### config.mk
export PLATFORM = sky130hd
export DESIGN_NAME = lzce_detect
export DESIGN_NICKNAME = d
export VERILOG_FILES = /design/src/rtl/lzce_pkg.sv /design/src/rtl/lzce_detect.sv
export SDC_FILE = /design/constraint.sdc
export NUM_CORES = 1
export LEC_CHECK = 0
export ABC_AREA = 1
export BUFFER_PORTS_ARGS = -buffer_cell sky130_fd_sc_hd__buf_2
export CAP_MARGIN = 10
export CORE_MARGIN = 10
export CORE_UTILIZATION = 55
export DETAILED_ROUTE_END_ITERATION = 10
export GPL_TIMING_DRIVEN = 0
export PLACE_DENSITY = 0.81
export SYNTH_ARGS = -nofsm -noshare
export SYNTH_HDL_FRONTEND = slang
export SYNTH_SLANG_ARGS = --single-unit
### constraint.sdc
create_clock -name vclk -period 5.8
set_input_delay 1.16 -clock vclk [all_inputs]
set_output_delay 1.16 -clock vclk [all_outputs]
set_load 0.01 [all_outputs]
### src/rtl/lzce_pkg.sv
package lzce_pkg;

  // Geometry and sample format
  localparam int MAX_WIDTH   = 1024;
  localparam int SAMPLE_BITS = 16;
  localparam int COL_BITS    = $clog2(MAX_WIDTH);
  localparam int WIDTH_BITS  = 11;
  localparam int HEIGHT_BITS = 13;
  localparam int ROW_BITS    = HEIGHT_BITS + 1;
  localparam int CFG_DATA_BITS = (WIDTH_BITS > HEIGHT_BITS) ? WIDTH_BITS : HEIGHT_BITS;
  localparam int CFG_INDEX_BITS = 2;

  // Register indexes
  localparam logic [CFG_INDEX_BITS-1:0] REG_IMAGE_WIDTH  = 2'd0;
  localparam logic [CFG_INDEX_BITS-1:0] REG_IMAGE_HEIGHT = 2'd1;

  localparam logic [WIDTH_BITS-1:0]  WIDTH_RESET  = 11'd640;
  localparam logic [HEIGHT_BITS-1:0] HEIGHT_RESET = 13'd480;
  localparam logic [WIDTH_BITS-1:0]  WIDTH_MIN    = 11'd2;
  localparam logic [WIDTH_BITS-1:0]  WIDTH_MAX    = WIDTH_BITS'(MAX_WIDTH);
  localparam logic [HEIGHT_BITS-1:0] HEIGHT_MIN   = 13'd2;

  // Item codes and output marks
  localparam logic       ACTION_FLUSH = 1'b1;
  localparam logic [7:0] EDGE_MARK    = 8'd0;
  localparam logic [7:0] BACKGROUND   = 8'd255;

  // Result queue
  localparam int OUT_DEPTH    = 4;
  localparam int OUT_PTR_BITS = $clog2(OUT_DEPTH);
  localparam int OUT_CNT_BITS = $clog2(OUT_DEPTH + 3);

  typedef logic signed [SAMPLE_BITS-1:0] sample_t;

  // Border reflection selects for the window centre
  typedef struct packed {
    logic cc_zero;
    logic cc_last;
    logic cr_zero;
    logic cr_bottom;
  } refl_t;

  typedef struct packed {
    logic  has_res;
    logic  last;
    refl_t refl;
  } item_ctl_t;

  typedef struct packed {
    logic [7:0] edge_value;
    logic       frame_end;
  } result_t;

endpackage

### src/rtl/lzce_detect.sv
module lzce_detect import lzce_pkg::*; (
  input  sample_t win [9],
  input  refl_t   refl,
  output logic    is_edge
);

  sample_t w [9];

  function automatic logic [SAMPLE_BITS:0] mag_of(input sample_t x);
    logic signed [SAMPLE_BITS:0] wide;
    begin
      wide = {x[SAMPLE_BITS-1], x};
      mag_of = x[SAMPLE_BITS-1] ? -wide : wide;
    end
  endfunction

  // Neighbors of opposite sign, centre no larger than the one unlike it
  function automatic logic crosses(input sample_t a, input sample_t b, input sample_t x);
    logic pa, pb, px;
    sample_t other;
    begin
      pa = !a[SAMPLE_BITS-1];
      pb = !b[SAMPLE_BITS-1];
      px = !x[SAMPLE_BITS-1];
      other = (px == pa) ? b : a;
      crosses = (pa != pb) && (mag_of(x) <= mag_of(other));
    end
  endfunction

  // Reflect columns first, then rows
  always_comb begin
    w = win;
    for (int k = 0; k < 3; k++) begin
      if (refl.cc_zero) w[k*3+0] = w[k*3+1];
      if (refl.cc_last) w[k*3+2] = w[k*3+1];
    end
    for (int k = 0; k < 3; k++) begin
      if (refl.cr_zero) w[k] = w[3+k];
      if (refl.cr_bottom) w[6+k] = w[3+k];
    end
  end

  assign is_edge = crosses(w[0], w[8], w[4]) || crosses(w[3], w[5], w[4]) ||
                   crosses(w[2], w[6], w[4]) || crosses(w[1], w[7], w[4]);

endmodule

* After elaboration in Yosys (flattened, before gate mapping)
Index checks and enable logic that the tools add are counted.
** Word-level totals
- Register bits :: 0
- Bits of input ports :: 148
- Logic and storage cells :: 54
** Operators by class
- Add/subtract/negate cells :: 5
- Order comparisons :: 4
- Equal/unequal tests :: 8
- Muxes and demuxes :: 21
- Reduce and logical (&&, ||, !) cells :: 16
** Operators by type and width (number)
- 16-bit 2-to-1 mux :: 16
- 17-bit 2-to-1 mux :: 5
- 16-bit negator with 17-bit output :: 5
- 17-bit less-or-equal comparator :: 4
- 1-bit logical NOT :: 9
- 1-bit == test :: 4
- 1-bit logical AND :: 4
- 1-bit != test :: 4
- 1-bit logical OR :: 3

* Logic depth before layout (Yosys ltp)
- Depth in word-level cells :: 12
- Depth in mapped cells :: 30

* Worst setup path after synthesis
No wires, ideal clock.
- Kind :: input to output
- From :: input refl[2] in the netlist's numbering
- To :: output is_edge
- Data arrival time :: 3922 ps
- Required time :: 4640 ps
- Setup slack :: 718 ps
- Stages :: 29
- Cells stage by stage :: buf_6 > inv_4 > nand2_1 > nand3_1 > nand3_2 > nand2_2 > buf_6 > nand2_1 > nand2_1 > ha_1 > inv_1 > a21oi_1 > nand3_1 > nand2_2 > nand2_1 > nand2_1 > nand2_1 > ha_1 > inv_1 > nor3_1 > o21ai_0 > nand3_1 > nand2_1 > nand2_1 > o21ai_0 > nand2_1 > nand2_1 > inv_1 > nand2_1
** On the way
- Longest elaborated chain between the ends :: 11
- Elaborated cells on any way between the ends :: 30
- Those cells by class :: 3 x add/sub; 3 x order compare; 4 x eq/ne; 11 x mux; 9 x reduce/logical
** Ends and longest elaborated chain
- start, declared :: line lzce_detect.sv:3 : input refl_t refl,
- 16-bit 2-to-1 mux :: line lzce_detect.sv:35 : if (refl.cc_last) w[k*3+2] = w[k*3+1];
- 16-bit 2-to-1 mux :: line lzce_detect.sv:38 : if (refl.cr_zero) w[k] = w[3+k];
- 1-bit logical NOT :: line lzce_detect.sv:22 : pa = !a[SAMPLE_BITS-1];
- 1-bit == test :: line lzce_detect.sv:25 : other = (px == pa) ? b : a;
- 16-bit 2-to-1 mux :: line lzce_detect.sv:25
- 16-bit negator with 17-bit output :: line lzce_detect.sv:13 : mag_of = x[SAMPLE_BITS-1] ? -wide : wide;
- 17-bit 2-to-1 mux :: line lzce_detect.sv:13
- 17-bit less-or-equal comparator :: line lzce_detect.sv:26 : crosses = (pa != pb) && (mag_of(x) <= mag_of(other));
- 1-bit logical AND :: line lzce_detect.sv:26
- 1-bit logical OR (*) :: line lzce_detect.sv:43 : assign is_edge = crosses(w[0], w[8], w[4]) || crosses(w[3], w[5], w[4]) ||
- 1-bit logical OR (*) :: line lzce_detect.sv:44 : crosses(w[2], w[6], w[4]) || crosses(w[1], w[7], w[4]);
- end, declared :: line lzce_detect.sv:4 : output logic is_edge
Mark *: on every way between the ends. The rest lies on a longest branch, timed or not.

* Final worst setup path
- From :: input refl[1] in the netlist's numbering
- To :: output is_edge
** On the way
- Longest elaborated chain between the ends :: 11
- Elaborated cells on any way between the ends :: 30
- Those cells by class :: 3 x add/sub; 3 x order compare; 6 x eq/ne; 9 x mux; 9 x reduce/logical
** Ends and longest elaborated chain (line)
- 16-bit 2-to-1 mux :: lzce_detect.sv:38
- 1-bit logical NOT :: lzce_detect.sv:22
- 1-bit == test :: lzce_detect.sv:25
- 16-bit 2-to-1 mux :: lzce_detect.sv:25
- 16-bit negator with 17-bit output :: lzce_detect.sv:13
- 17-bit 2-to-1 mux :: lzce_detect.sv:13
- 17-bit less-or-equal comparator :: lzce_detect.sv:26
- 1-bit logical AND :: lzce_detect.sv:26
- 1-bit logical OR (2 in series) :: lzce_detect.sv:43
- 1-bit logical OR (*) :: lzce_detect.sv:44
Marks and branches as above.

==> qor.yml <==
status: "completed"
grt_pass1_vias: 8521
setup_violations: 0
power_density_nw_per_um2: 135
syn_inst: 1301
final.setup.worst_slack_ns: 0.0646
finalHoldViolCount: 0
die_w_um: 130
die_h_um: 130
io_buffers: 146
hp-class: "in -> out"
gp_congestion: 1.06
cp-start-kind: "input pin"
design.seq.count: 0
grt_use_total: 0.320
cts_hold_repair.buffers: 0
cp_data_arrival_time_ns: 4.58
routedWlPerCell_um: 18.0
tns_ns: 0
whs_ns: 3.06
crit_fanout: 10
nClkBuffers: 0
wl_mm: 29.0
register_area_um2: 0
p_leak_nw: 4.41
final_antenna_net_count: 0
drc_errors: 0
final_cell_mix: "nand2_1 (491), buf_2 (172), o21ai_0 (158), inv_1 (128), ha_1 (71)"
antenna_found_initial: 0
avgViaCountPerCell: 5.83
coreArea_um2: 11900
min_period_ns: 5.74
dr_total_vias: 9416
post-route-period-util: 0.989
yosysWarnings: 0
dr.pass1.iters: 6
relSlewSlack: 0.355
drive_gt1_frac: 0.196
grt.overflow.total: 0
boundaryPins: 149
fmax_mhz: 174
first_iter_violations: 1298
syn_avg_cell_area_um2: 5.11
syn-cell-area_um2: 6650
die-area_um2: 16900
cp.required_ns: 4.64
max-cap-violations: 0
ys_seq_area_frac: 0
dpl_worst_slack_ns: -0.308
initial_core_util: 0.558
synth_cell_types: 38
dp_hpwl_mm: 24.2
num_antenna_cells: 0
num_rows: 40
drv_slew: 0
dp_cells: 1600
critPathKind: "in -> out"
flow.area_growth_from_synthesis_pct: 19.0
peakVddDrop_uv: 53.7
final_net_count: 1692
cp-end-kind: "primary output"
grt_pass1_wl_mm: 43.0
layoutNonFillerInstCount: 1616
grt_max_degree: 11
tightest_slew_ns: 0.957
final_common_cell: "nand2_1"
-- cells by family after synthesis --
| logic type | after synthesis | synth area share |
|---|---|---|
| buffers and inverters | 199 | 0.131 |
| adder cells (fa/ha/maj) | 73 | 0.137 |
| AO/OA/AOI/OAI | 284 | 0.231 |
| other | 2 | 0.00113 |
| XOR/XNOR | 48 | 0.0632 |
| AND/OR/NAND/NOR | 695 | 0.436 |
-- area by class of cell --
class | instances | area (µm²)
Fill cell | 1241 | 4000
Multi-Input combinational cell | 1110 | 5960
Timing Repair Buffer | 160 | 842
Tap cell | 147 | 184
Buffer | 58 | 380
Inverter | 141 | 542
-- power breakdown --
group	switching [mW]	internal, mW	total [mW]
sequential	0	0	0
combinational	0.689	0.381	1.07
clock	0	0	0
total	0.689	0.381	1.07
-- synth_stat cells (10+ instances only) --
cell	n	share of area
inv_1	130	0.073
clkbuf_1	10	0.0056
buf_2	33	0.025
nand3_1	67	0.050
o211ai_1	23	0.026
o21ai_1	38	0.029
a21oi_1	35	0.026
nand2_2	11	0.010
nor2_1	69	0.039
nand4_1	16	0.015
nand2_1	495	0.28
o21ai_0	172	0.13
xor2_1	38	0.050
xnor2_1	10	0.013
ha_1	73	0.14
-- per-stage QoR --
stage | utilization | area [µm²] | total power, mW
2_1_floorplan | - | 6670 | 0.695
3_3_place_gp | 0.637 | 7580 | 0.953
3_5_place_dp | 0.637 | 7580 | 0.976
4_1_cts | 0.640 | 7630 | 0.989
5_1_grt | 0.664 | 7910 | 1.19
6_report | 0.664 | 7910 | 1.07
-- layer usage --
layer | wire [µm] | GRT usage | vias to the layer above
met1 | 11300 | 0.406 | 4041
met5 | 0 | 0 | -
li1 | - | - | 4571
met2 | 12500 | 0.513 | 687
met3 | 4020 | 0.0824 | 117
met4 | 1290 | 0.108 | 0
-- path summary, 6_finish.rpt --
check,from,end,slack [ns],cells after the start
setup / recovery,refl[1],is_edge,0.06,28
hold / removal,win[127],is_edge,3.06,8
-- worst max-delay path, stage by stage --
cell	delay, ns
buf_6	0.10
inv_2	0.06
buf_6	0.15
nand3_4	0.08
nand2_4	0.07
buf_8	0.15
o211ai_1	0.10
o21ai_2	0.14
inv_1	0.09
ha_2	0.17
inv_1	0.06
nor2_4	0.13
nand4_1	0.25
o21ai_1	0.27
xor2_1	0.18
ha_1	0.27
nand2_1	0.08
inv_1	0.04
o21ai_1	0.14
a21oi_1	0.08
nor2_1	0.17
nand2_1	0.12
o21ai_1	0.15
nand2_1	0.06
nand2_1	0.05
inv_1	0.03
nand2_1	0.06
buf_2	0.13
-- timing repair --
item	CTS	global route
setup endpoints to repair	1	1
resized for setup	14	69
endpoints found under the hold margin	0	0
setup buffers	0	14
gates cloned	0	2
pin swaps	2	16
Note: power is estimated with default switching activity, not from simulation.
